## src/rtl/core/gss_pkg.sv

```systemverilog
// gss_pkg: shared types and constants for the gini split selector
// no dependencies; imported by every module in rtl/core
package gss_pkg;
  localparam int MaxLabels    = 4;
  localparam int CountBits    = 24;
  localparam int FeatureCount = 8;
  localparam int LaneBits     = (MaxLabels > 4) ? 3 : ((MaxLabels > 2) ? 2 : 1);
  localparam int TotalBits    = CountBits + LaneBits + 1;
  localparam int PreShift     = (TotalBits > 27) ? TotalBits - 27 : 0;
  localparam int CBits        = CountBits - PreShift;
  // side total / square sum widths
  localparam int TBits        = CBits + LaneBits;
  localparam int SBits        = 2 * CBits + LaneBits;
  localparam int AllBits      = TBits + 1;
  localparam int NumBits      = 2 * TBits;
  localparam int DenBits      = TBits + AllBits;
  localparam int GiniBits     = 16;
  localparam int FracSteps    = 16;
  localparam int StepBits     = 5;
  localparam int LcBits       = 3;
  localparam int FeatBits     = 3;
  localparam int ThrBits      = 16;
  localparam int AddrBits     = 2;
  localparam logic [AddrBits-1:0] RegLabelCount = 2'd0;
  localparam logic [LcBits-1:0]   LabelCountRst = 3'd3;
  localparam logic [GiniBits:0]   GiniNone = 17'h10000;

  typedef logic [CountBits-1:0] count_t;

  typedef enum logic [2:0] {
    ST_IDLE, ST_SQR, ST_MUL, ST_DIV, ST_DONE
  } state_t;

  // side result: side total and sum of squares
  typedef struct packed {
    logic [TBits-1:0] tot;
    logic [SBits-1:0] sq;
  } side_t;
endpackage

```

## src/rtl/core/gss_lane.sv

```systemverilog
// gss_lane: one label lane, registered masked count and its square
// depends on gss_pkg; one lane per label and side, merged by gss_merge
module gss_lane (
  input  logic                 clk,
  input  logic                 load,
  input  logic                 used,
  input  gss_pkg::count_t      count,
  output logic [gss_pkg::CBits-1:0]     val_r,
  output logic [2*gss_pkg::CBits-1:0]   sqr_r
);
  import gss_pkg::*;
  logic [CBits-1:0] val_nxt;

  // masked and pre-shifted count
  assign val_nxt = used ? CBits'(count >> PreShift) : '0;

  always_ff @(posedge clk) begin
    if (load) begin
      val_r <= val_nxt;
    end
    sqr_r <= val_r * val_r;
  end
endmodule

```

## config.mk

```make
export PLATFORM = sky130hd
export DESIGN_NAME = gss_lane
export DESIGN_NICKNAME = d
export VERILOG_FILES = /design/src/rtl/core/gss_pkg.sv /design/src/rtl/core/gss_lane.sv
export SDC_FILE = /design/constraint.sdc
export NUM_CORES = 1
export LEC_CHECK = 0
export BUFFER_PORTS_ARGS = -buffer_cell sky130_fd_sc_hd__buf_2
export CAP_MARGIN = 0
export CORE_UTILIZATION = 60
export CTS_BUF_LIST = sky130_fd_sc_hd__clkbuf_4 sky130_fd_sc_hd__clkbuf_8
export DETAILED_ROUTE_END_ITERATION = 8
export GPL_TIMING_DRIVEN = 0
export PLACE_DENSITY = 0.78
export SYNTH_ARGS = -nofsm -noshare
export SYNTH_HDL_FRONTEND = slang
export SYNTH_SLANG_ARGS = --single-unit
```

## constraint.sdc

```tcl
create_clock -name clk -period 8.15 [get_ports clk]
set_input_delay 1.63 -clock clk [delete_from_list [all_inputs] [get_ports clk]]
set_output_delay 1.63 -clock clk [all_outputs]
set_load 0.01 [all_outputs]
```

Yosys cells after proc, flatten, opt, wreduce, memory -nomap -nowiden
Index checks and enable logic that the tools add are counted.

word-level totals
  register bits = 72
  input port bits = 27
  word-level logic and storage cells = 3

operators by class
  $mul = 1

operators by type and width
  kind              count
  $mul A24 B24 Y48  1

Logic depth before layout (Yosys ltp)
  word-level depth = 1
  depth in mapped cells = 27

Worst setup path before layout
No wires, ideal clock.

  kind = register to register
  from = reg val_r[17] in the netlist's numbering
  to = reg sqr_r[42] in the netlist's numbering
  setup time = 0.116 ns
  data arrival time = 6.828 ns
  setup slack = 1.205 ns
  cell stages (with the launch flop) = 25
  buffers on the path = 2
  cell sequence = edfxtp_1 > clkbuf_1 > clkbuf_1 > nand2_1 > fa_1 > inv_1 > fa_1 > inv_1 > fa_1 > fa_1 > inv_1 > fa_1 > fa_1 > inv_1 > fa_1 > inv_1 > ha_1 > a21o_1 > a21o_1 > a21oi_1 > o21ai_0 > a221o_1 > o21a_1 > or3_1 > o211a_1

between the ends
  word-level cells in the longest chain between the ends = 1

RTL lines
  what                    RTL line        text
  start, declared         gss_lane.sv:8   output logic [gss_pkg::CBits-1:0] val_r,
  start signal, assigned  gss_lane.sv:19  val_r <= val_nxt;
  $mul A24 B24 Y48        gss_lane.sv:21  sqr_r <= val_r * val_r;
  end signal, assigned    gss_lane.sv:21
  end, declared           gss_lane.sv:9   output logic [2*gss_pkg::CBits-1:0] sqr_r

No other way between the ends.
A chain may end at the register's enable or synchronous reset.

Worst setup path in the final report
  from = reg val_r[22] in the netlist's numbering
  to = reg sqr_r[45] in the netlist's numbering

Same word-level chain as after synthesis.

==> out/metrics.cfg <==
[yosys]
syn-num-nets = 2585
synthMuxAreaShare_pct = 0.225
synth_fa_ha_area_share_pct = 57.8
synth_top_family_by_area = adder cells
synth_edf_count = 24
synth-compound-area-share_pct = 5.70
synth.distinct_cells = 57
syn_avg_cell_area_um2 = 9.35
ys_seq_area_share_pct = 9.05
syn-instance-count = 1963
async_flop_share_pct = 0
yosys_warnings = 0
ys_seq_elements = 71
synthSimpleGateAreaFrac_pct = 11.3
syn-cell-area_mm2 = 0.0184
ys.flop_type = dfxtp_1
synth_xor_area_share_pct = 2.24

[place]
port_buffers = 97
dp_hpwl_um = 41100
post-place-ws_ns = -0.418
routabilityCongestion = 0.964

[floorplan]
io_pins = 99
dieArea_mm2 = 0.0313
fp.dieH_um = 177
core_area_mm2 = 0.0299
fp-row-count = 63
die_w_um = 177
initial_utilization_pct = 61.5

[layout]
multiInputGateArea_mm2 = 0.0142
fillers = 2439
syn2layout_area_growth_pct = 7.47
drive_above_1_share_pct = 7.66
seqCellArea_mm2 = 0.00166
nNetsFinal = 2707

[sta]
tightest_slew_ns = 0.964
skew_ns = 0.0337
fin_ws_ns = 0.249
fin_crit_ns = 7.90
slew-limit-headroom_pct = 35.7
finalSetupTns_ns = 0
hold_ws_ns = 0.787
rsz0062_at_grt = no
fmax_mhz = 127
setup_viol = 0
finalHoldViolations = 0
timing.final.crit_share_pct = 96.9
slew_violations = 0

[critical_path]
arrival_ns = 8.23
cp-start-kind = flip-flop
crit_top_cell = fa_1
path_cells = clkbuf_1 > nand2_1 > fa_1 > inv_1 > fa_1 > fa_1 > inv_1 > fa_1 > inv_1 > fa_1 > fa_1 > inv_1 > fa_1 > inv_1 > ha_1 > a21oi_1 > o21ai_0 > or3_1 > o211ai_1 > a21oi_1 > or2_1 > o311ai_1
cp.required_ns = 8.48
crit_fanout = 10
crit_buf_inv = 6
critPathSlowestCell = edfxtp_1
path_class = flip-flop to flip-flop
crit_family = adder cells
cp_slowest_stage_delay_ns = 0.67
endpoint_kind = flip-flop

[clock_tree]
htree_levels = 3
cts_root_buf = clkbuf_8
ctsHoldBuffers = 0
cts_tree = built
cts_buffer_depth = 2
insertion_delay_ns = 0.45
clkTransAtPathRegs_ns = 0.12
cts.sinks = 71
cts-buffers-inserted = 9

[drt]
viasPerCell = 5.51
drt_wl_total_um = 49400
avgRoutedWirePerCell_um = 19.9
drt-met1-wl_um = 18400
drtIter0Drc = 925
drc = 0
vias = 13700
ant_nets = 0
drtPass1Iterations = 5
met2_length_um = 24300
dr_wl_met3_um = 3950
dr.max_layer_used = met4

[global_routing]
grt_start_max_net_pins = 25
antenna_found_initial = 0
grt_pass1_wl_um = 77700
grt_usage_pct = 33.8
grt-ovfl-total = 0
grt_pass1_vias = 14800

[outcome]
status = finished clean

[worst_hold_path]
min_path_type = flip-flop to flip-flop

[flow_run]
max_cap_violations = 0

## cells in the mapped netlist, drive strengths merged (8+ instances only)
master,n,share of area (%)
edfxtp,24,3.9
and2,145,4.9
o21bai,8,0.33
clkbuf,64,1.3
nand3,13,0.35
nor2b,8,0.27
xnor2,35,1.7
nor2,36,0.74
o21ai,27,0.74
nand2,180,3.7
fa,422,46
dfxtp,47,5.1
inv,604,12
xor2,12,0.57
a21o,28,1.1
ha,173,12
a21oi,54,1.5
## worst paths after layout
path,startpoint,end,slack [ns],cells past startpoint
max,val_r[22],sqr_r[45],0.25,22
min,val_r[0],sqr_r[0],0.79,0
max reg2reg,val_r[22],sqr_r[45],0.25,22
min reg2reg,val_r[0],sqr_r[0],0.79,0
## cells in the final DEF (no fill, tap or decap), types with 3 or more instances in the layout
cell	n
or3_1	4
clkbuf_2	23
dfxtp_1	47
edfxtp_1	24
ha_1	173
or2_1	3
nand2_1	179
nand4_1	6
o211ai_1	5
clkbuf_8	9
nor3_1	3
xor2_1	12
nor2_1	36
o21ai_0	24
nand3b_1	3
nand3_1	13
buf_4	15
a31oi_1	4
xnor2_1	35
o21bai_1	8
a21oi_1	54
and3_1	4
o211a_1	4
o311ai_1	3
a21o_1	28
mux2i_1	3
fa_1	422
buf_2	97
and2_1	145
o21a_1	7
bufinv_16	3
clkbuf_1	40
nor2b_1	8
inv_1	604
o21ai_1	3
## per-layer routing
layer,vias to the layer above,global-route usage [%]
met3,182,8.25
met5,-,0
met1,6863,40.8
met2,641,55.8
met4,0,18.5
li1,5976,-
## cell families (layout without fill, tap and decap cells)
group | count (synthesis) | after routing
buf+inv | 669 | 796
fa+ha+maj | 595 | 595
xor+xnor | 47 | 47
compound gates | 160 | 160
simple gates | 416 | 416
other cells | 1 | 2
flops | 71 | 71
mux | 4 | 4
## state kept, by name (all words and copies together) (netlist names)
name	flops
sqr_r	47
val_r	24
## stage by stage
| stage | cells | util, % | instance area, µm² |
|---|---|---|---|
| floorplan | 1963 | - | 18400 |
| global placement | 2450 | 64.7 | 19300 |
| detailed placement | 2450 | 64.7 | 19300 |
| CTS | 2466 | 65.6 | 19600 |
| global route | 2480 | 66.0 | 19700 |
| finish | 2481 | 66.0 | 19700 |
## area by class of cell
cell class              instances  share of cell area (%)
diodes                          1                  0.0127
plain buffers                  65                    1.40
clock buffers                   9                   0.628
clock inverters                 7                   0.634
inverters                     604                    11.5
multi-input cells            1223                    71.9
flip-flops and latches         71                    8.42
well taps                     390                    2.47
repair buffers                111                    2.99
## what timing repair did
item,in CTS,in global routing
endpoints found under the setup margin,12,14
endpoints found under the hold margin,0,0
cloned,0,0
gates resized for setup,3,44
buffers inserted,0,14
Power is not shown: default switching activity piles up to over one toggle a cycle in this logic, so the estimate is an artifact.
