===== config.mk =====
export PLATFORM = sky130hd
export DESIGN_NAME = gss_frac
export DESIGN_NICKNAME = d
export VERILOG_FILES = /design/src/rtl/core/gss_pkg.sv /design/src/rtl/core/gss_frac.sv
export SDC_FILE = /design/constraint.sdc
export NUM_CORES = 1
export LEC_CHECK = 0
export ABC_AREA = 1
export BUFFER_PORTS_ARGS = -buffer_cell sky130_fd_sc_hd__buf_4
export CAP_MARGIN = 25
export CORE_MARGIN = 3
export CORE_UTILIZATION = 49
export DETAILED_ROUTE_END_ITERATION = 16
export PLACE_DENSITY_LB_ADDON = 0.1
export SYNTH_ARGS = -nofsm -noshare
export SYNTH_HDL_FRONTEND = slang
export SYNTH_SLANG_ARGS = --single-unit

===== constraint.sdc =====
create_clock -name clk -period 5.66 [get_ports clk]
set_clock_uncertainty 0.15 [all_clocks]
set_input_delay 0.849 -clock clk [delete_from_list [all_inputs] [get_ports clk]]
set_output_delay 0.849 -clock clk [all_outputs]
set_load 0.1 [all_outputs]

===== src/rtl/core/gss_pkg.sv =====
// gss_pkg: shared types and constants for the gini split selector
// no dependencies; imported by every module in rtl/core
package gss_pkg;
  localparam int MaxLabels    = 4;
  localparam int CountBits    = 24;
  localparam int FeatureCount = 8;
  localparam int LaneBits     = (MaxLabels > 4) ? 3 : ((MaxLabels > 2) ? 2 : 1);
  localparam int TotalBits    = CountBits + LaneBits + 1;
  localparam int PreShift     = (TotalBits > 27) ? TotalBits - 27 : 0;
  localparam int CBits        = CountBits - PreShift;
  // side total / square sum widths
  localparam int TBits        = CBits + LaneBits;
  localparam int SBits        = 2 * CBits + LaneBits;
  localparam int AllBits      = TBits + 1;
  localparam int NumBits      = 2 * TBits;
  localparam int DenBits      = TBits + AllBits;
  localparam int GiniBits     = 16;
  localparam int FracSteps    = 16;
  localparam int StepBits     = 5;
  localparam int LcBits       = 3;
  localparam int FeatBits     = 3;
  localparam int ThrBits      = 16;
  localparam int AddrBits     = 2;
  localparam logic [AddrBits-1:0] RegLabelCount = 2'd0;
  localparam logic [LcBits-1:0]   LabelCountRst = 3'd3;
  localparam logic [GiniBits:0]   GiniNone = 17'h10000;

  typedef logic [CountBits-1:0] count_t;

  typedef enum logic [2:0] {
    ST_IDLE, ST_SQR, ST_MUL, ST_DIV, ST_DONE
  } state_t;

  // side result: side total and sum of squares
  typedef struct packed {
    logic [TBits-1:0] tot;
    logic [SBits-1:0] sq;
  } side_t;
endpackage


===== src/rtl/core/gss_frac.sv =====
// gss_frac: bit-serial restoring divider, floor(num*2^16/den)
// depends on gss_pkg; one step per cycle
module gss_frac (
  input  logic                           clk,
  input  logic                           start,
  input  logic [gss_pkg::NumBits-1:0]    num,
  input  logic [gss_pkg::DenBits-1:0]    den,
  output logic [gss_pkg::GiniBits:0]     q_r
);
  import gss_pkg::*;
  logic [DenBits:0]   rem_r;
  logic [DenBits-1:0] den_r;
  logic [DenBits:0]   sh;

  assign sh = {rem_r[DenBits-1:0], 1'b0};

  always_ff @(posedge clk) begin
    if (start) begin
      den_r <= den;
      rem_r <= (DenBits+1)'(num);
      // zero denominator returns zero; num >= den returns one
      if (den == '0) begin
        q_r <= '0;
      end else if (DenBits'(num) >= den) begin
        q_r <= GiniNone;
      end else begin
        q_r <= '0;
      end
    end else if (!q_r[GiniBits] && den_r != '0) begin
      if (sh >= {1'b0, den_r}) begin
        rem_r <= sh - {1'b0, den_r};
        q_r   <= {q_r[GiniBits-1:0], 1'b1};
      end else begin
        rem_r <= sh;
        q_r   <= {q_r[GiniBits-1:0], 1'b0};
      end
    end
  end
endmodule

# Word level (Yosys, flattened, before mapping)
# Index checks and enable logic that the tools add are counted.
op_classes:
  n_addsub: 1
  n_reduce_logical: 5
  magnitude_cmp: 2
  n_mux: 8
op_table:
  columns: ["op", "count"]
  rows:
  - ["2-to-1 mux 52 bit", 2]
  - ["2-to-1 mux 17 bit", 4]
  - ["greater-or-equal comparator 54 x 53 -> 1 bit", 1]
  - ["greater-or-equal comparator 52 x 53 -> 1 bit", 1]
  - ["logical NOT 53 bit", 1]
  - ["2-to-1 mux 53 bit", 1]
  - ["nonzero test 53 bit", 1]
  - ["subtractor 53 bit", 1]
  - ["nonzero test 2 bit", 1]
  - ["logical AND 1 bit", 1]
  - ["logical NOT 1 bit", 1]
  - ["2-to-1 mux 1 bit", 1]
totals:
  reg_bits: 123
  out_inout_bits: 17
  inputBits: 107
  word_cells: 20

# Depth between registers and ports, before layout
# Gate-level depths: netlist of the first run.
depth:
  depth_word: 4
  depth_mapped: 17
  depth_no_buf: 16

# Least setup slack after synthesis of the first run
# OpenSTA, ideal clock, no wires.
synth_timing:
  path_kind: "input to register"
  start: "input port start"
  end: "register q_r[0] in the netlist's numbering (enable)"
  cell_stages: 4
  setup_ns: 0.723
  arrival_ns: 2.687
  n_path_buf: 2
  path_slack_ns: 2.100
  required_time_ns: 4.787
  cell_sequence: "inv_1 > clkbuf_1 > buf_1 > nand2_1"
synth_between:
  elab_chain_len: 1
synth_lines:
  columns: ["item", "line_no", "rtl"]
  rows:
  - ["start: declaration", "gss_frac.sv:5", "input logic start,"]
  - ["nonzero test 2 bit (no source line)", null, null]
  - ["end signal: assignment", "gss_frac.sv:25", "q_r <= GiniNone;"]
  - ["end signal: assignment", "gss_frac.sv:32", "q_r <= {q_r[GiniBits-1:0], 1'b1};"]
  - ["end signal: assignment", "gss_frac.sv:35", "q_r <= {q_r[GiniBits-1:0], 1'b0};"]
  - ["end: declaration", "gss_frac.sv:8", "output logic [gss_pkg::GiniBits:0] q_r"]
# No other way between the ends.
# A chain may end at the register's enable or synchronous reset.

# Final worst setup path of the first run
layout_timing:
  start: "register den_r[16]"
  end: "register rem_r[34], data pin"
layout_between:
  elab_chain_len: 4
  elab_cells_between_ends: 5
  cone_classes: "1 x add/sub; 1 x order compare; 3 x mux"
layout_lines:
  columns: ["item", "line_no", "rtl"]
  rows:
  - ["start: declaration", "gss_frac.sv:12", "logic [DenBits-1:0] den_r;"]
  - ["start signal: assignment", "gss_frac.sv:19", "den_r <= den;"]
  - ["subtractor 53 bit or greater-or-equal comparator 54 x 53 -> 1 bit (tied branches)", "gss_frac.sv:31, gss_frac.sv:30", null]
  - ["2-to-1 mux 53 bit (*)", "gss_frac.sv:30", "if (sh >= {1'b0, den_r}) begin"]
  - ["2-to-1 mux 52 bit (*)", "gss_frac.sv:29", "end else if (!q_r[GiniBits] && den_r != '0) begin"]
  - ["2-to-1 mux 52 bit (*)", "gss_frac.sv:18", "if (start) begin"]
  - ["end signal: assignment", "gss_frac.sv:20", "rem_r <= (DenBits+1)'(num);"]
  - ["end signal: assignment", "gss_frac.sv:31", "rem_r <= sh - {1'b0, den_r};"]
  - ["end signal: assignment", "gss_frac.sv:34", "rem_r <= sh;"]
  - ["end: declaration", "gss_frac.sv:11", "logic [DenBits:0] rem_r;"]
# Every way passes the cells marked *; elsewhere a longest branch is shown, timed or not. The select of a mux whose other input is x is not followed.

==> out/metrics.yaml, run 1 <==
hold_path:
  holdPathEnd: "rem_r[52]$_SDFFE_PP0P_"
  hold_class: "reg -> reg"
  min_path_cells: 2
  hp-start: "rem_r[52]$_SDFFE_PP0P_"
setup_path:
  startpoint: "den_r[16]$_DFFE_PP_"
  critPathLaunchType: "register"
  cp_max_fo: 29
  critPathBufInv: 3
  r2r_slack_ns: 2.05
  path_cells: "inv_1, ha_1, nand2_1, nor2_1, nand2_1, inv_1, nand2_1, nor3_2, nand2_2, nand3_2, buf_4, nand3_1, nand3_1, nand2_1"
  critical_path.top_delay_family: "simple AND/OR/NAND/NOR gates"
  arrival_ns: 3.62
  end_kind: "register"
  cpMaxStageDelayCell: "nand3_2"
  max_stage_delay_ns: 0.53
  cp.required_ns: 5.67
  critPathKind: "reg -> reg"
  reg2reg_depth: 14
  cpMostUsedCell: "nand2_1"
  r2r_start: "den_r[16]$_DFFE_PP_"
  r2r-end: "rem_r[34]$_DFFE_PP_"
floorplanning:
  core_um2: 23600
  pin_count: 124
  die_y_um: 162
  start_util_pct: 50.3
  dieWidth_um: 162
  dieArea_um2: 26100
  placementRows: 56
cells_and_area:
  syn_to_final_growth_pct: 14.9
  n_antenna_cell: 0
  final_nets: 2170
  nFillCells: 2336
  drive_gt1_share_pct: 8.69
grt:
  grt_util_met1_pct: 47.4
  grt_pass1_wl_um: 62200
  met2_usage_pct: 42.8
  grt-ovfl-total: 0
  antenna_found_initial: 0
  grtUsageMet3_pct: 7.19
  grt_pass1_vias: 11300
  grt_busiest_layer: "met1"
  grt_use_total_pct: 30.9
  grt_start_max_net_pins: 70
sta:
  min_period_ns: 3.61
  tightest_slew_ns: 0.983
  fmax_ghz: 0.277
  final-hold-violation-count: 0
  setup_viol: 0
  finalCritPeriodShare_pct: 63.7
  slew_violations: 0
  holdWs_ns: 0.391
  maxSlewHeadroom_pct: 34.5
  fin_setup_tns_ns: 0
  rsz0062_at_grt: "no"
routing:
  wire_per_inst_um: 17.7
  post-route-drc-count: 0
  dr.pass1.iters: 5
  viasPerCell: 5.35
  drt_iter0_drc: 1384
  wirelength_um: 40600
  vias: 12200
  postRouteAntennaNets: 0
pwr:
  power.switching_w: 0.00349
  swShare_pct: 51.5
  intPower_w: 0.00329
  seqPwrFrac_pct: 22.5
  clkPwrFrac_pct: 15.0
  combPwrFrac_pct: 62.5
  p_per_area_nw_per_um2: 497
  peakVddDrop_v: 0.000263
  power.leakage_nw: 7.61
clock_tree:
  cts.sinks: 123
  cts.htree.levels: 4
  cts-root-to-sink-buffers: 2
  cts-resized-gates: 0
  insertion_delay_ns: 0.42
  cts_root_buf: "clkbuf_16"
  cts_hold_buf: 0
  post_cts_buffers: 0
  cts-buffers-inserted: 17
  worst_setup_hold_path_clk_slew_ns: 0.06
  cts_tree: "yes"
place:
  post-dp-hpwl_um: 33500
  portBuffers: 123
  place_congestion: 1.08
yosys:
  ys_warn_count: 0
  synth-edff-count: 122
  synth_area_leaders: "edfxtp_1 (31%), nand2_1 (20%), inv_1 (14%), ha_1 (11%), nand3_1 (5.6%)"
  synth_area_per_cell_um2: 6.46
  netlist_area_um2: 11900
  ys_seq_area_share_pct: 31.0
  synth.cells.most_frequent: "nand2_1 (637), inv_1 (428), nand3_1 (134)"
  syn_inst: 1839
  synth_cell_types: 36
  synth_top_cell_by_area: "edfxtp_1"
  synthArstFlopShare_pct: 0
  synth-main-ff-cell: "edfxtp_1"
  synth.most_common_cell: "nand2_1"
  ys_ff_latch: 123
  synth_top_area_share_pct: 30.8
  syn_nets: 2052
flow_run:
  cap_violations: 0
status:
  outcome: "finished clean"
-- worst min-delay path: stages, from the launching register on --
cell and delay, ns:
dfxtp_1 0.34, nand3_1 0.09, nand2_1 0.06
-- per-layer routing --
layer / vias to the layer above / part of all wire, %
met4: 0 / 2.8
met5: - / 0
li1: 6033 / -
met2: 593 / 40
met1: 5556 / 46
met3: 43 / 11
-- per-stage QoR --
stage / setup WS, ns / utilization [%] / cells / total power, W / instance area [µm²]
2_1_floorplan: 2.10 / - / 1839 / 0.00445 / 11900
3_3_place_gp: 2.21 / 55.5 / 2257 / 0.00561 / 13100
3_5_place_dp: 2.17 / 55.5 / 2257 / 0.00564 / 13100
4_1_cts: 2.15 / 57.8 / 2286 / 0.00668 / 13600
5_1_grt: 1.83 / 57.8 / 2286 / 0.00732 / 13600
6_report: 2.05 / 57.8 / 2286 / 0.00679 / 13600
-- final cells by class --
| class | instances | area, µm² | area share (%) |
|---|---|---|---|
| Clock buffer | 18 | 429 | 3.14 |
| Clock inverter | 11 | 106 | 0.779 |
| Inverter | 431 | 1620 | 11.9 |
| Multi-Input combinational cell | 1254 | 6440 | 47.2 |
| Sequential cell | 123 | 3680 | 27.0 |
| Tap cell | 319 | 399 | 2.92 |
| Timing Repair Buffer | 130 | 976 | 7.15 |
-- power by group through the flow --
stage | Combinational, W | Clock, W | Sequential, W
final | 0.00424 | 0.00102 | 0.00152
after global routing | 0.00470 | 0.00107 | 0.00155
after CTS | 0.00414 | 0.00103 | 0.00152
after detailed placement | 0.00411 | 0 | 0.00153
after global placement | 0.00409 | 0 | 0.00152
after floorplan | 0.00278 | 0 | 0.00167
-- placed cells by master, fill, tap and decap left out, types with 17 or more instances in the layout --
cell type,count
nand3_1,134
nand2_1,636
buf_4,130
o21ai_0,19
a21oi_1,64
inv_1,428
edfxtp_1,122
xnor2_1,25
nor2_1,121
nand4_1,85
ha_1,105
clkbuf_16,17
nor4_1,20
-- worst max-delay path by stage --
stage,endpoint,cells after the start
detailed placement,rem_r[1]$_DFFE_PP_,4
finish,rem_r[34]$_DFFE_PP_,14
CTS,rem_r[34]$_DFFE_PP_,14
global route,rem_r[34]$_DFFE_PP_,13
global placement,rem_r[35]$_DFFE_PP_,13
floorplan,q_r[0]$_SDFFCE_PP0P_,4
-- registers in the layout (all words and copies together) (netlist names) --
signal  flops
den_r      53
q_r        17
rem_r      53
-- logic make-up after synthesis --
logic type / share of synthesized area, %
xor+xnor: 1.84
simple gates: 36.7
fa+ha+maj: 11.2
flops: 31.0
compound gates: 4.46
buf+inv: 14.8
(Power assumes the default switching activity.)
==> inputs of run 2 (changes only) <==
==> constraint.sdc (replaced) <==
create_clock -name clk -period 3.2 [get_ports clk]
set_clock_uncertainty 0.15 [all_clocks]
set_input_delay 0.48 -clock clk [delete_from_list [all_inputs] [get_ports clk]]
set_output_delay 0.48 -clock clk [all_outputs]
set_load 0.1 [all_outputs]
==> run 2 against run 1 <==
Cell area grew 0.83%. Die area stayed put. Critical path depth fell by 1. Via count decreased by 1.1%. Register-to-register slack got worse by 1.9 ns. Sequential share of layout area fell by 0.22 points. Routed wire length is 0.45% higher. Combinational power rose by 78%.
==> out/metrics.yaml, run 2 (same netlist as run 1, synthesis figures left out) <==
status:
  outcome: "finished clean"
routing:
  wire_per_inst_um: 17.8  # +0.10%
  postRouteAntennaNets: 0  # unchanged
  vias: 12100  # -1.1%
  viasPerCell: 5.27  # -1.4%
  post-route-drc-count: 0  # unchanged
  wirelength_um: 40800  # +0.45%
  drt_iter0_drc: 1281  # -7.4%
  dr.pass1.iters: 5  # unchanged
sta:
  fmax_ghz: 0.327  # +18%
  tightest_slew_ns: 0.813  # -0.170 ns
  final-hold-violation-count: 0  # unchanged
  worst_slack_ns: 0.146  # -1.91 ns
  maxSlewHeadroom_pct: 45.3  # +11 points
  setup_viol: 0  # unchanged
  holdWs_ns: 0.0920  # -0.299 ns
  rsz0062_at_grt: "yes"
  finalCritPeriodShare_pct: 95.4  # +32 points
  min_period_ns: 3.05  # -0.551 ns
  slew_violations: 0  # unchanged
cells_and_area:
  syn_to_final_growth_pct: 15.9
  final_common_cell: "nand2_1"
  final_cell_mix: "nand2_1 (636), inv_1 (428), nand3_1 (134), buf_4 (130), edfxtp_1 (122)"
  final_core_util_pct: 58.3  # +0.48 points
  final_nets: 2175  # +0.23%
  n_antenna_cell: 0  # unchanged
  drive_gt1_share_pct: 9.32  # +0.62 points
  top_regs: "den_r (53), rem_r (53), q_r (17)"
  design_area_um2: 13800  # +0.83%
setup_path:
  cp.required_ns: 3.23  # -2.44 ns
  arrival_ns: 3.08  # -0.54 ns
  end_kind: "register"
  critPathLaunchType: "register"
  critPathKind: "reg -> reg"
  cp_max_fo: 16  # -45%
pwr:
  power.leakage_nw: 7.66  # +0.75%
  p_per_area_nw_per_um2: 878  # +77%
  peakVddDrop_v: 0.000587  # +120%
flow_run:
  cap_violations: 0  # unchanged
grt:
  grt_use_total_pct: 31.6  # +0.68 points
  grt_start_max_net_pins: 121  # +73%
  grt_pass1_wl_um: 63200  # +1.7%
  grt-ovfl-total: 0  # unchanged
  antenna_found_initial: 0  # unchanged
  grt_pass1_vias: 11400  # +1.3%
clock_tree:
  cts.htree.levels: 4  # unchanged
  cts-root-to-sink-buffers: 2  # unchanged
  cts.sinks: 123  # unchanged
  cts_tree: "yes"
  worst_setup_hold_path_clk_slew_ns: 0.06  # about the same
  cts_root_buf: "clkbuf_16"
  insertion_delay_ns: 0.43  # about the same
  cts-buffers-inserted: 17  # unchanged
place:
  pre_cts_ws_ns: 0.165  # -2.01 ns
  place_congestion: 0.979  # -9.1%
  post-dp-hpwl_um: 33900  # +1.1%
  dpl_cell_area_um2: 13200  # +0.57%
  portBuffers: 123  # unchanged
floorplanning:
  die_y_um: 162  # unchanged
  start_util_pct: 50.3  # unchanged
  pin_count: 124  # unchanged
  core_um2: 23600  # unchanged
  placementRows: 56  # unchanged
  dieWidth_um: 162  # unchanged
  dieArea_um2: 26100  # unchanged
hold_path:
  hold_class: "in -> reg"
## run 2: cell types whose count changed in the layout (fill, tap and decap cells not counted), moves of 2 or more
cell,change
buf_12,+4
inv_8,+2
inv_6,+7
clkinv_2,-2
bufinv_16,-2
clkinv_1,-3
## run 2: final timing paths
check	startpoint	to	slack, ns	cells after the start
worst max-delay path	rem_r[19]$_DFFE_PP_	rem_r[50]$_DFFE_PP_	0.15	13
worst min-delay path	den[51]	den_r[51]$_DFFE_PP_	0.09	1
worst max register to register	rem_r[19]$_DFFE_PP_	rem_r[50]$_DFFE_PP_	0.15	13
worst min register to register	rem_r[52]$_SDFFE_PP0P_	rem_r[52]$_SDFFE_PP0P_	0.37	2
## run 2: what timing repair did
item / 4_1_cts / 5_1_grt
gates resized for setup: 0 / 7
buffers inserted: 0 / 0
hold buffers: 0 / 0
hold endpoints to repair: 0 / 0
setup endpoints to repair: 0 / 43
## run 2: routing by layer
metal  GRT usage, %  wire [µm]
met1           48.1      19300
met2           43.9      16000
met3           7.63       4150
met4           9.97       1250
met5              0          0
## run 2: critical path: stages (launching register included)
cell and delay (ns):
edfxtp_1 0.41, ha_1 0.41, nand2_1 0.17, nor2_1 0.22, nand2_1 0.13, nor2_1 0.12
nand2_1 0.06, nand3_1 0.23, nand2_2 0.13, nand3_2 0.16, buf_4 0.27, nand3_1 0.13
nand2_1 0.13, nand2_1 0.06
## run 2: metrics by stage
stage                      TNS, ns  cells  total power, W
final                            0   2294          0.0121
after global routing      -0.00915   2294          0.0131
after global placement           0   2262         0.00998
after detailed placement         0   2262          0.0100
after floorplan                  0   1839         0.00787
after CTS                        0   2294          0.0119
## run 2: cell type report
type | instances | area, µm²
sequential | 123 | 3680
inverter | 431 | 1620
fill | 2382 | 9850
tap | 319 | 399
clock inverter | 15 | 125
clock buffer | 17 | 425
multi-input combinational | 1254 | 6440
timing repair buffer | 135 | 1070
## run 2: power by group
group	switching [W]	internal, W
logic	0.00516	0.00240
clock network	0.000828	0.00101
registers	0.000294	0.00238
