### src/rtl/core/gss_pkg.sv
// gss_pkg: shared types and constants for the gini split selector
// no dependencies; imported by every module in rtl/core
package gss_pkg;
  localparam int MaxLabels    = 4;
  localparam int CountBits    = 24;
  localparam int FeatureCount = 8;
  localparam int LaneBits     = (MaxLabels > 4) ? 3 : ((MaxLabels > 2) ? 2 : 1);
  localparam int TotalBits    = CountBits + LaneBits + 1;
  localparam int PreShift     = (TotalBits > 27) ? TotalBits - 27 : 0;
  localparam int CBits        = CountBits - PreShift;
  // side total / square sum widths
  localparam int TBits        = CBits + LaneBits;
  localparam int SBits        = 2 * CBits + LaneBits;
  localparam int AllBits      = TBits + 1;
  localparam int NumBits      = 2 * TBits;
  localparam int DenBits      = TBits + AllBits;
  localparam int GiniBits     = 16;
  localparam int FracSteps    = 16;
  localparam int StepBits     = 5;
  localparam int LcBits       = 3;
  localparam int FeatBits     = 3;
  localparam int ThrBits      = 16;
  localparam int AddrBits     = 2;
  localparam logic [AddrBits-1:0] RegLabelCount = 2'd0;
  localparam logic [LcBits-1:0]   LabelCountRst = 3'd3;
  localparam logic [GiniBits:0]   GiniNone = 17'h10000;

  typedef logic [CountBits-1:0] count_t;

  typedef enum logic [2:0] {
    ST_IDLE, ST_SQR, ST_MUL, ST_DIV, ST_DONE
  } state_t;

  // side result: side total and sum of squares
  typedef struct packed {
    logic [TBits-1:0] tot;
    logic [SBits-1:0] sq;
  } side_t;
endpackage

### src/rtl/core/gss_merge.sv
// gss_merge: adds lane results into side totals and square sums
// depends on gss_pkg
module gss_merge (
  input  logic                                                clk,
  input  logic [gss_pkg::MaxLabels-1:0][gss_pkg::CBits-1:0]   vals,
  input  logic [gss_pkg::MaxLabels-1:0][2*gss_pkg::CBits-1:0] sqrs,
  output gss_pkg::side_t                                      side_r
);
  import gss_pkg::*;
  side_t side_nxt;

  // sum over lanes
  always_comb begin
    side_nxt = '0;
    for (int i = 0; i < MaxLabels; i++) begin
      side_nxt.tot = side_nxt.tot + TBits'(vals[i]);
      side_nxt.sq  = side_nxt.sq + SBits'(sqrs[i]);
    end
  end

  always_ff @(posedge clk) begin
    side_r <= side_nxt;
  end
endmodule

### config.mk
export PLATFORM = sky130hd
export DESIGN_NAME = gss_merge
export DESIGN_NICKNAME = d
export VERILOG_FILES = /design/src/rtl/core/gss_pkg.sv /design/src/rtl/core/gss_merge.sv
export SDC_FILE = /design/constraint.sdc
export NUM_CORES = 1
export LEC_CHECK = 0
export ABC_AREA = 1
export BUFFER_PORTS_ARGS = -buffer_cell sky130_fd_sc_hd__buf_2
export CORE_UTILIZATION = 58
export DETAILED_ROUTE_END_ITERATION = 8
export PLACE_DENSITY = 0.93
export SETUP_SLACK_MARGIN = 0.4
export SYNTH_ARGS = -nofsm -noshare
export SYNTH_HDL_FRONTEND = slang
export SYNTH_SLANG_ARGS = --single-unit
export TNS_END_PERCENT = 1
### constraint.sdc
create_clock -name clk -period 4.7 [get_ports clk]
set_input_delay 0.235 -clock clk [delete_from_list [all_inputs] [get_ports clk]]
set_output_delay 0.235 -clock clk [all_outputs]
set_load 0.01 [all_outputs]
Word-level counts from Yosys, hierarchy flattened
Index checks and enable logic that the tools add are counted.
{ "totals": {"reg_bits": 76, "latch_bits": 0, "mem_bits_rw": 0, "romBits": 0, "in_bits": 289, "output_inout_bits": 76, "word_cells": 8, "mem_count": 0} }
{ "op_classes": {"n_addsub": 6, "n_mul": 0, "n_div": 0, "magnitude_cmp": 0, "eq_ne": 0, "shifts": 0, "mux": 0, "n_bitwise": 0, "n_reduce_logical": 0} }
{ "ops": {"columns": ["cell", "count"], "rows": [
  ["adder 49 x 48 -> 50 bit", 1],
  ["adder 50 x 48 -> 50 bit", 1],
  ["adder 48 x 48 -> 49 bit", 1],
  ["adder 25 x 24 -> 26 bit", 1],
  ["adder 26 x 24 -> 26 bit", 1],
  ["adder 24 x 24 -> 25 bit", 1]
]} }

Longest topological paths before layout
Gate-level depths: netlist of the first run.
{ "logic_depth": {"depth_word": 3, "ltp_mapped": 17, "ltp_nobuf": 17} }

Least setup slack after synthesis of the first run
No wires, ideal clock.
{ "synth_path": {"path_type": "input-to-reg", "startpoint": "in sqrs[1] in the netlist's numbering", "endpoint": "reg side_r[47] in the netlist's numbering", "setup_ns": 0.113, "t_arrival_ns": 2.645, "t_required_ns": 4.587, "path_slack_ns": 1.942, "path_stages": 16, "cell_sequence": "inv_1 > fa_1 > inv_1 > fa_1 > ha_1 > fa_1 > nand2_1 > nand2_1 > nand3_1 > nand2_1 > nand2_1 > nand2_2 > nand2_1 > nand3_1 > nand2_1 > nand2_1"} }
{ "synth_rtl": {"columns": ["item", "line", "rtl"], "rows": [
  ["start, declared", "gss_merge.sv:6", "input logic [gss_pkg::MaxLabels-1:0][2*gss_pkg::CBits-1:0] sqrs,"],
  ["end signal, assigned", "gss_merge.sv:22", "side_r <= side_nxt;"],
  ["end, declared", "gss_merge.sv:7", "output gss_pkg::side_t side_r"]
]} }

==> metrics.txt, run 1 <==
largest net degree at the start of global routing 17; initial core utilization 0.595; worst-path fanout max 4; Port Buffer Count 364; CP Launch Type input port; max_cap viols 0; layout cells sized above 1 0.224; Die Y 144 um; Largest register FFs 76; Worst Path Arrival 3110 ps; Yosys reg bits 76; final hold violations 0; Chip Width 144 um; fmax 349 MHz; H-tree levels 3; Setup TNS Final 0 ps; Layout Area Growth over Synthesis 21.0%; ant diodes 0; Seq/Total Area, Yosys 0.131; Setup crit end kind flop; die area 20600 um^2; Mapped Cells 1752; first-pass GRT wire length 53.4 mm; initial antenna violation count 0; largest area contributor in the netlist fa_1; Synth top area share 0.248; vias in the first global route 11500; Slew headroom 0.724; status finished clean; P per Cell Area 437 nW/um^2; Post-DP HPWL 30.0 mm; Detail Route Antenna Nets 0; CTS tree built; Top Registers side_r (76); Worst Max-Slew Pin Slew 414 ps; drt first pass iters 8; Post-Syn Nets 2259; commonest cells in the netlist inv_1, nand2_1, fa_1, nor2_1, dfxtp_1; top-count cell post-synth inv_1; # DRC 0; register area 1520 um^2; Fill cells 1603; Biggest register side_r; gpl congestion 0.963; detailed-route wire length per cell 14.1 um; synth warn 0; RSZ-0062 raised after global routing false; clock-pin slew on the worst setup and hold paths 70 ps; critical path class input port to flop; DRT Wirelength 33.7 mm; clock tree sinks 76; post_cts resized 0; number of synthesized flops with an enable pin 0; Synth cell types 32; syn avg cell area 6.63 um^2; Area contributors post-synth fa_1, inv_1, nand2_1, dfxtp_1, ha_1; Pleak 0.00896 uW; Req. time, crit path 4950 ps; I/O Pins 365; NumNets Final 2634; GRT overflow 0; VDD IR max 0.233 mV; synthesized area 11600 um^2; Async S/R FF share, synth 0; via count 11600; crit share post-route 0.609; total track usage 0.337; Setup Viol. Count Final 0; Slew Limit Fails 0; total core area 19500 um^2; via/cell ratio 4.82; Hold/Removal Path Class input port to flop; # rows 51; DRT iter0 DRCs 592; CTS Buf Count 9; most used cell, CP nand2_1; postcts setup bufs 0; hold_ws 137 ps; crit-path max cell delay 540 ps; Synth Flop Type dfxtp_1; clk buf depth 2; Root Driver clkbuf_16; crit-path cells buf_2 > inv_1 > fa_1 > inv_1 > fa_1 > ha_1 > fa_1 > nand2_1 > nand2_1 > nand3_1 > nand2_1 > nand2_1 > nand2_2 > nand2_1 > nand3_1 > nand2_1 > nand2_1; Power, Total 6150 uW; CTS Hold Bufs 0; Slowest cell on crit path fa_1; Tmin final 2860 ps; area of the multi-input gates 7820 um^2
[path summary, 6_finish.rpt]
kind                 start  slack, ps    endpoint  cells after the start
setup / recovery   sqrs[1]       1840  side_r[47]                     17
hold / removal    vals[72]        140  side_r[50]                      2
[critical path, delay by kind of cell]
kind | cells | cell delay, ps
adders and majority gates | 4 | 1710
buffers and inverters | 3 | 190
and+or+nand+nor | 10 | 950
[stage by stage]
step	area, um^2	std cells	setup slack (ps)	utilization
floorplan	11600	1752	1940	-
global placement	13800	2381	1620	0.705
detailed placement	13800	2381	1530	0.705
CTS	14100	2397	1880	0.720
global route	14100	2397	1690	0.720
finish	14100	2397	1840	0.720
[power by group]
| part | total [uW] | leakage, uW | internal (uW) | switching, uW |
|---|---|---|---|---|
| registers | 1150 | 0.000641 | 1000 | 151 |
| clock network | 709 | 0.000143 | 372 | 337 |
| logic | 4290 | 0.00817 | 1530 | 2760 |
| total | 6150 | 0.00896 | 2900 | 3250 |
[layer usage]
metal | vias up | routed length [um] | GRT usage
li1 | 5723 | - | -
met1 | 5263 | 12600 | 0.370
met2 | 469 | 17300 | 0.629
met3 | 103 | 2440 | 0.0630
met4 | 0 | 1350 | 0.143
met5 | - | 0 | 0
[cell type report]
cell class	instances	share of cell area
multi-input combinational	1068	0.556
inverter	608	0.162
timing repair buffer	364	0.130
sequential	76	0.108
tap	265	0.0236
clock buffer	9	0.0160
clock inverter	7	0.00454
[cells by family (layout without fill, tap and decap cells)]
kind of cell	count (synthesis)	count (layout)	share of synthesized area
DFF	76	76	0.131
xor gates and xnor gates	39	39	0.0294
AOI/OAI and AO/OA	85	85	0.0406
buffers and inverters	608	988	0.196
and+or+nand+nor	726	726	0.275
adders and majority gates	218	218	0.328
[cells in the final DEF, fill, tap and decap left out, drive strengths merged]
| master | n |
|---|---|
| nor3 | 11 |
| clkbuf | 9 |
| a211oi | 1 |
| nor2 | 120 |
| dfxtp | 76 |
| a31oi | 2 |
| inv | 613 |
| xnor2 | 4 |
| and2 | 3 |
| a21boi | 1 |
| nand4 | 21 |
| nand2 | 502 |
| a21oi | 55 |
| clkinv | 2 |
| nand3b | 2 |
| nand3 | 64 |
| ha | 74 |
| o21a | 4 |
| xor2 | 35 |
| buf | 364 |
| fa | 144 |
| o21bai | 6 |
| o21ai | 12 |
| a21o | 3 |
| nor4 | 3 |
| o31ai | 1 |
(Power assumes the default switching activity.)
==> run 2: changes to the inputs <==
--- a/config.mk
+++ b/config.mk
@@ -7,9 +7,9 @@
 export LEC_CHECK = 0
 export ABC_AREA = 1
 export BUFFER_PORTS_ARGS = -buffer_cell sky130_fd_sc_hd__buf_2
-export CORE_UTILIZATION = 58
+export CORE_UTILIZATION = 49
 export DETAILED_ROUTE_END_ITERATION = 8
-export PLACE_DENSITY = 0.93
+export PLACE_DENSITY = 0.84
 export SETUP_SLACK_MARGIN = 0.4
 export SYNTH_ARGS = -nofsm -noshare
 export SYNTH_HDL_FRONTEND = slang
==> constraint.sdc (replaced) <==
create_clock -name clk -period 2.4 [get_ports clk]
set_input_delay 0.12 -clock clk [delete_from_list [all_inputs] [get_ports clk]]
set_output_delay 0.12 -clock clk [all_outputs]
set_load 0.01 [all_outputs]
==> run 2 against run 1 <==
The run now ends with setup timing left; clock power grew 110%; design area grew 21%; core utilization grew 2.3 points; count of clock-buffer cells in the layout grew 2; wire length grew 20%; via count grew 8.5%; critical endpoint is now side_r[63].
==> metrics.txt, run 2 (synthesis gave the netlist of run 1 again) <==
worst-path fanout max 5 (was 4); CP Buf/Inv Count 3 (unchanged); GRT overflow 0 (unchanged); initial antenna violation count 0 (unchanged); min-delay src sqrs[144] (was vals[72]); hold_ws 17.3 ps (was 137 ps); crit-path cells buf_2 > inv_1 > fa_1 > fa_1 > inv_1 > ha_4 > nand2_1 > nand3b_1 > nand2_4 > nand3_4 > nand2_4 > nand2_2 > nand2_1 > nand2_1 > nand2_1 (was buf_2 > inv_1 > fa_1 > inv_1 > fa_1 > ha_1 > fa_1 > nand2_1 > nand2_1 > nand3_1 > nand2_1 > nand2_1 > nand2_2 > nand2_1 > nand3_1 > nand2_1 > nand2_1); Detail Route Antenna Nets 0 (unchanged); commonest non-fill, non-tap cell in the layout inv_1 (unchanged); clk buf depth 2 (unchanged); Worst Path Arrival 2900 ps (was 3110 ps); total track usage 0.319 (was 0.337); via count 12500 (was 11600); Req. time, crit path 2710 ps (was 4950 ps); P per Cell Area 930 nW/um^2 (was 437 nW/um^2); DRT iter0 DRCs 793 (was 592); Hold EP side_r[0] (was side_r[50]); first-pass GRT wire length 60.2 mm (was 53.4 mm); max_cap viols 0 (unchanged); status finished with violations (was finished clean); Chip Width 156 um (was 144 um); vias in the first global route 13000 (was 11500); Crit path max-delay family adder cells (unchanged); Port Buffer Count 364 (unchanged); Post-Place Setup Slack -590 ps (was 1530 ps); CTS Buf Count 9 (unchanged); drt first pass iters 5 (was 8); clock tree sinks 76 (unchanged); initial core utilization 0.507 (was 0.595); Setup crit end kind flop (unchanged); Pleak 0.00995 uW (was 0.00896 uW); Fill cells 1686 (was 1603); RSZ-0062 raised after global routing true (was false); largest net degree at the start of global routing 14 (was 17); total core area 22900 um^2 (was 19500 um^2); Die Y 156 um (was 144 um); Power, Total 15800 uW (was 6150 uW); layout cells sized above 1 0.386 (was 0.224); I/O Pins 365 (unchanged); Hold/Removal Path Class input port to flop (unchanged); PnR worst setup slack -196 ps (was 1840 ps); CTS tree built (unchanged); # DRC 0 (unchanged); Top Registers side_r (76) (unchanged); Biggest register side_r (unchanged); Slowest cell on crit path fa_1 (unchanged); NumNets Final 2793 (was 2634); clock-pin slew on the worst setup and hold paths 70 ps (about the same); fmax 385 MHz; Post-DP HPWL 31.5 mm (was 30.0 mm); most used cell, CP nand2_1 (unchanged); Largest register FFs 76 (unchanged); met3 wire len 2.47 mm (was 2.44 mm); routed length on met2 20.9 mm (was 17.3 mm); VDD IR max 0.479 mV (was 0.233 mV); top sig layer met4 (unchanged); most frequent cells in the layout inv_1, nand2_1, buf_2, buf_4, fa_1 (was inv_1, nand2_1, buf_2, fa_1, nor2_1); Metal-1 WL 15.0 mm (was 12.6 mm); critical path class input port to flop (unchanged); via/cell ratio 4.82 (about the same); DRT Wirelength 40.4 mm (was 33.7 mm); Layout Area Growth over Synthesis 46.5% (was 21.0%); Tmin final 2600 ps; crit-path max cell delay 600 ps (was 540 ps); die area 24300 um^2 (was 20600 um^2); H-tree levels 3 (unchanged); CP Launch Type input port (unchanged); worst hold path depth 2 (unchanged); ant diodes 0 (unchanged); fin cells 2604 (was 2397); violated checks setup timing; Root Driver clkbuf_16 (unchanged); placed insts 2583 (was 2381); design area 17000 um^2 (was 14100 um^2); # rows 55 (was 51); Placed Area 15000 um^2 (was 13800 um^2); Setup Viol. Count Final 24 (was 0); Worst Max-Slew Pin Slew 407 ps (was 414 ps); Slew Limit Fails 0 (unchanged); final hold violations 0 (unchanged); gpl congestion 0.918 (was 0.963); detailed-route wire length per cell 15.5 um (was 14.1 um); crit share post-route 1.08; Slew headroom 0.726 (was 0.724)
## run 2: changes by cell type in the layout (fill, tap and decap cells not counted), sizes merged
cell / before / now
clkbuf: 9 / 11
inv: 613 / 608
buf: 364 / 522
dlygate4sd3: 0 / 1
clkinv: 2 / 4
bufinv: 0 / 1
## run 2: final cells by class
cell class | count | area (um^2) | share of cell area
Sequential cell | 76 | 1520 | 0.0893
Timing Repair Buffer | 523 | 3070 | 0.180
Clock buffer | 11 | 243 | 0.0143
Inverter | 608 | 2280 | 0.134
Multi-Input combinational cell | 1068 | 9460 | 0.556
Tap cell | 313 | 392 | 0.0230
Clock inverter | 5 | 61.3 | 0.00360
## run 2: per-layer routing
| metal | GRT usage | vias up |
|---|---|---|
| met1 | 0.342 | 5839 |
| met2 | 0.602 | 516 |
| li1 | - | 6050 |
| met3 | 0.0514 | 141 |
| met4 | 0.159 | 0 |
| met5 | 0 | - |
## run 2: power breakdown
part | internal (uW) | total, uW | switching, uW
logic | 5190 | 12100 | 6910
registers | 1970 | 2240 | 271
clock network | 841 | 1490 | 652
## run 2: through the flow
step | setup TNS [ps] | utilization
floorplan | -1370 | -
global placement | -21450 | 0.655
detailed placement | -22550 | 0.655
CTS | -34.2 | 0.730
global route | -3820 | 0.743
finish | -1370 | 0.743
## run 2: worst max path at each step
stage / startpoint / end / cells past startpoint
2_1_floorplan: sqrs[1] / side_r[47] / 16
3_3_place_gp: sqrs[13] / side_r[39] / 16
3_5_place_dp: sqrs[13] / side_r[39] / 16
4_1_cts: sqrs[1] / side_r[47] / 17
5_1_grt: vals[53] / side_r[75] / 15
6_report: vals[53] / side_r[63] / 15
## run 2: timing repair
item,in CTS,in global routing
hold endpoints to repair,1,0
buffers inserted,3,1
pin swaps,119,76
resized for setup,260,76
hold buffers,1,0
setup endpoints to repair,67,66
==> run 3: changes to the inputs <==
--- a/config.mk
+++ b/config.mk
@@ -7,9 +7,9 @@
 export LEC_CHECK = 0
 export ABC_AREA = 1
 export BUFFER_PORTS_ARGS = -buffer_cell sky130_fd_sc_hd__buf_2
-export CORE_UTILIZATION = 49
+export CORE_UTILIZATION = 40
 export DETAILED_ROUTE_END_ITERATION = 8
-export PLACE_DENSITY = 0.84
+export PLACE_DENSITY = 0.72
 export SETUP_SLACK_MARGIN = 0.4
 export SYNTH_ARGS = -nofsm -noshare
 export SYNTH_HDL_FRONTEND = slang
==> run 3 against run 2 <==
Fmax is 3.9% higher; die area is 22% higher; setup slack better by 97 ps; hold slack better by 200 ps; highest routed layer unchanged; sequential cell count stayed put; power is 8.0% lower; count of clock-buffer cells in the layout stayed put; critical path depth stayed put; largest power group unchanged; the flow still finishes with violations (setup timing); via count is 5.6% lower; wire length is 14% lower.
==> metrics.txt, run 3 (synthesis gave the netlist of run 1 again) <==
Power, Total 14600 uW (was 15800 uW); # rows 62 (was 55); critical path class input port to flop (unchanged); clock-pin slew on the worst setup and hold paths 70 ps (about the same); # DRC 0 (unchanged); via count 11800 (was 12500); Setup Viol. Count Final 18 (was 24); most frequent cells in the layout inv_1, nand2_1, buf_2, buf_4, fa_1 (unchanged); Slew headroom 0.747 (was 0.726); total track usage 0.236 (was 0.319); Top Registers side_r (76) (unchanged); Detail Route Antenna Nets 0 (unchanged); I/O Pins 365 (unchanged); met2 usage 0.434 (was 0.602); GRT overflow 0 (unchanged); Tmin final 2500 ps (was 2600 ps); via/cell ratio 4.44 (was 4.82); Biggest register side_r (unchanged); Slew Limit Fails 0 (unchanged); CP Launch Type input port (unchanged); Die Y 172 um (was 156 um); CTS Buf Count 9 (unchanged); first-pass GRT wire length 54.5 mm (was 60.2 mm); largest net degree at the start of global routing 14 (unchanged); violated checks setup timing (unchanged); Largest register FFs 76 (unchanged); ant diodes 0 (unchanged); clock tree sinks 76 (unchanged); total core area 28600 um^2 (was 22900 um^2); H-tree levels 3 (unchanged); Root Driver clkbuf_16 (unchanged); Worst Path Arrival 2750 ps (was 2900 ps); Top Usage Layer GRT met2 (unchanged); Post-DP HPWL 30.1 mm (was 31.5 mm); layout cells sized above 1 0.338 (was 0.386); VDD IR max 0.397 mV (was 0.479 mV); Port Buffer Count 364 (unchanged); DRT iter0 DRCs 442 (was 793); NumNets Final 2783 (was 2793); placed insts 2640 (was 2583); gpl congestion 0.925 (was 0.918); max_cap viols 0 (unchanged); RSZ-0062 raised after global routing true (unchanged); initial antenna violation count 0 (unchanged); DRT Wirelength 34.6 mm (was 40.4 mm); Chip Width 172 um (was 156 um); crit share post-route 1.04 (was 1.08); Pleak 0.00981 uW (was 0.00995 uW); worst-path fanout max 3 (was 5); fmax 400 MHz (was 385 MHz); Setup crit end kind flop (unchanged); hold_ws 218 ps (was 17.3 ps); final hold violations 0 (unchanged); vias in the first global route 11800 (was 13000); drt first pass iters 8 (was 5); detailed-route wire length per cell 13.0 um (was 15.5 um); Hold/Removal Path Class input port to flop (unchanged); Layout Area Growth over Synthesis 39.8% (was 46.5%); met3 usage 0.0343 (was 0.0514); status finished with violations (unchanged); met1 global-route usage 0.284 (was 0.342); CTS tree built (unchanged); PnR worst setup slack -99.1 ps (was -196 ps); die area 29700 um^2 (was 24300 um^2); clk buf depth 2 (unchanged); initial core utilization 0.406 (was 0.507); Worst Max-Slew Pin Slew 377 ps (was 407 ps); fin cells 2665 (was 2604); P per Cell Area 896 nW/um^2 (was 930 nW/um^2); commonest non-fill, non-tap cell in the layout inv_1 (unchanged); Req. time, crit path 2650 ps (was 2710 ps)
==> run 3: changes by cell type in the layout (fill, tap and decap cells not counted), moves of 7 or more <==
cell and change:
buf_6 -7, nand2_1 +26, ha_1 +21, a21oi_4 -8, nand2_2 -22, nor2_1 +8, ha_4 -32, ha_2 +11
nor2_4 -13, inv_1 +14, inv_2 -14, a21oi_1 +14
==> run 3: path summary, 6_finish.rpt <==
kind | startpoint | endpoint | slack (ps) | cells past startpoint
setup / recovery | sqrs[1] | side_r[23] | -100 | 15
hold / removal | sqrs[144] | side_r[1] | 220 | 3
==> run 3: final cells by class <==
type | count | area (um^2)
Fill cell | 2733 | 12400
Timing Repair Buffer | 513 | 2970
Sequential cell | 76 | 1520
Tap cell | 384 | 480
Inverter | 608 | 2280
Multi-Input combinational cell | 1068 | 8680
Clock inverter | 5 | 85.1
Clock buffer | 11 | 233
==> run 3: layer usage <==
metal,up-vias,part of all wire
met5,-,0
met4,0,0.022
met3,52,0.048
met2,340,0.51
met1,5432,0.42
li1,6019,-
==> run 3: where the power goes <==
part / total (uW) / leakage [uW] / switching (uW) / internal [uW]
clock: 1560 / 0.000150 / 643 / 920
combinational: 10800 / 0.00902 / 6190 / 4600
sequential: 2210 / 0.000641 / 245 / 1970
total: 14600 / 0.00981 / 7070 / 7480
==> run 3: worst max-delay path, stage by stage <==
cell	delay, ps
buf_6	70
inv_2	30
fa_1	560
inv_2	60
fa_1	500
ha_4	190
fa_2	370
nand2_4	110
nand2_4	80
nand3_4	100
nand2_4	80
nand2_4	90
nand3_4	100
buf_6	140
xor2_1	140
==> run 3: stage by stage <==
| step | util | instance area (um^2) | TNS (ps) | setup WS [ps] |
|---|---|---|---|---|
| 2_1_floorplan | - | 11600 | -1370 | -121 |
| 3_3_place_gp | 0.524 | 15000 | -21170 | -521 |
| 3_5_place_dp | 0.524 | 15000 | -23160 | -592 |
| 4_1_cts | 0.544 | 15600 | -1170 | -122 |
| 5_1_grt | 0.568 | 16200 | -3980 | -177 |
| 6_report | 0.568 | 16200 | -691 | -99.1 |
==> run 3: timing repair <==
item,in CTS,in global routing
hold buffers,2,0
endpoints found under the hold margin,2,0
setup endpoints to repair,68,69
pin swaps,26,40
buffers inserted,1,6
gates resized for setup,47,149
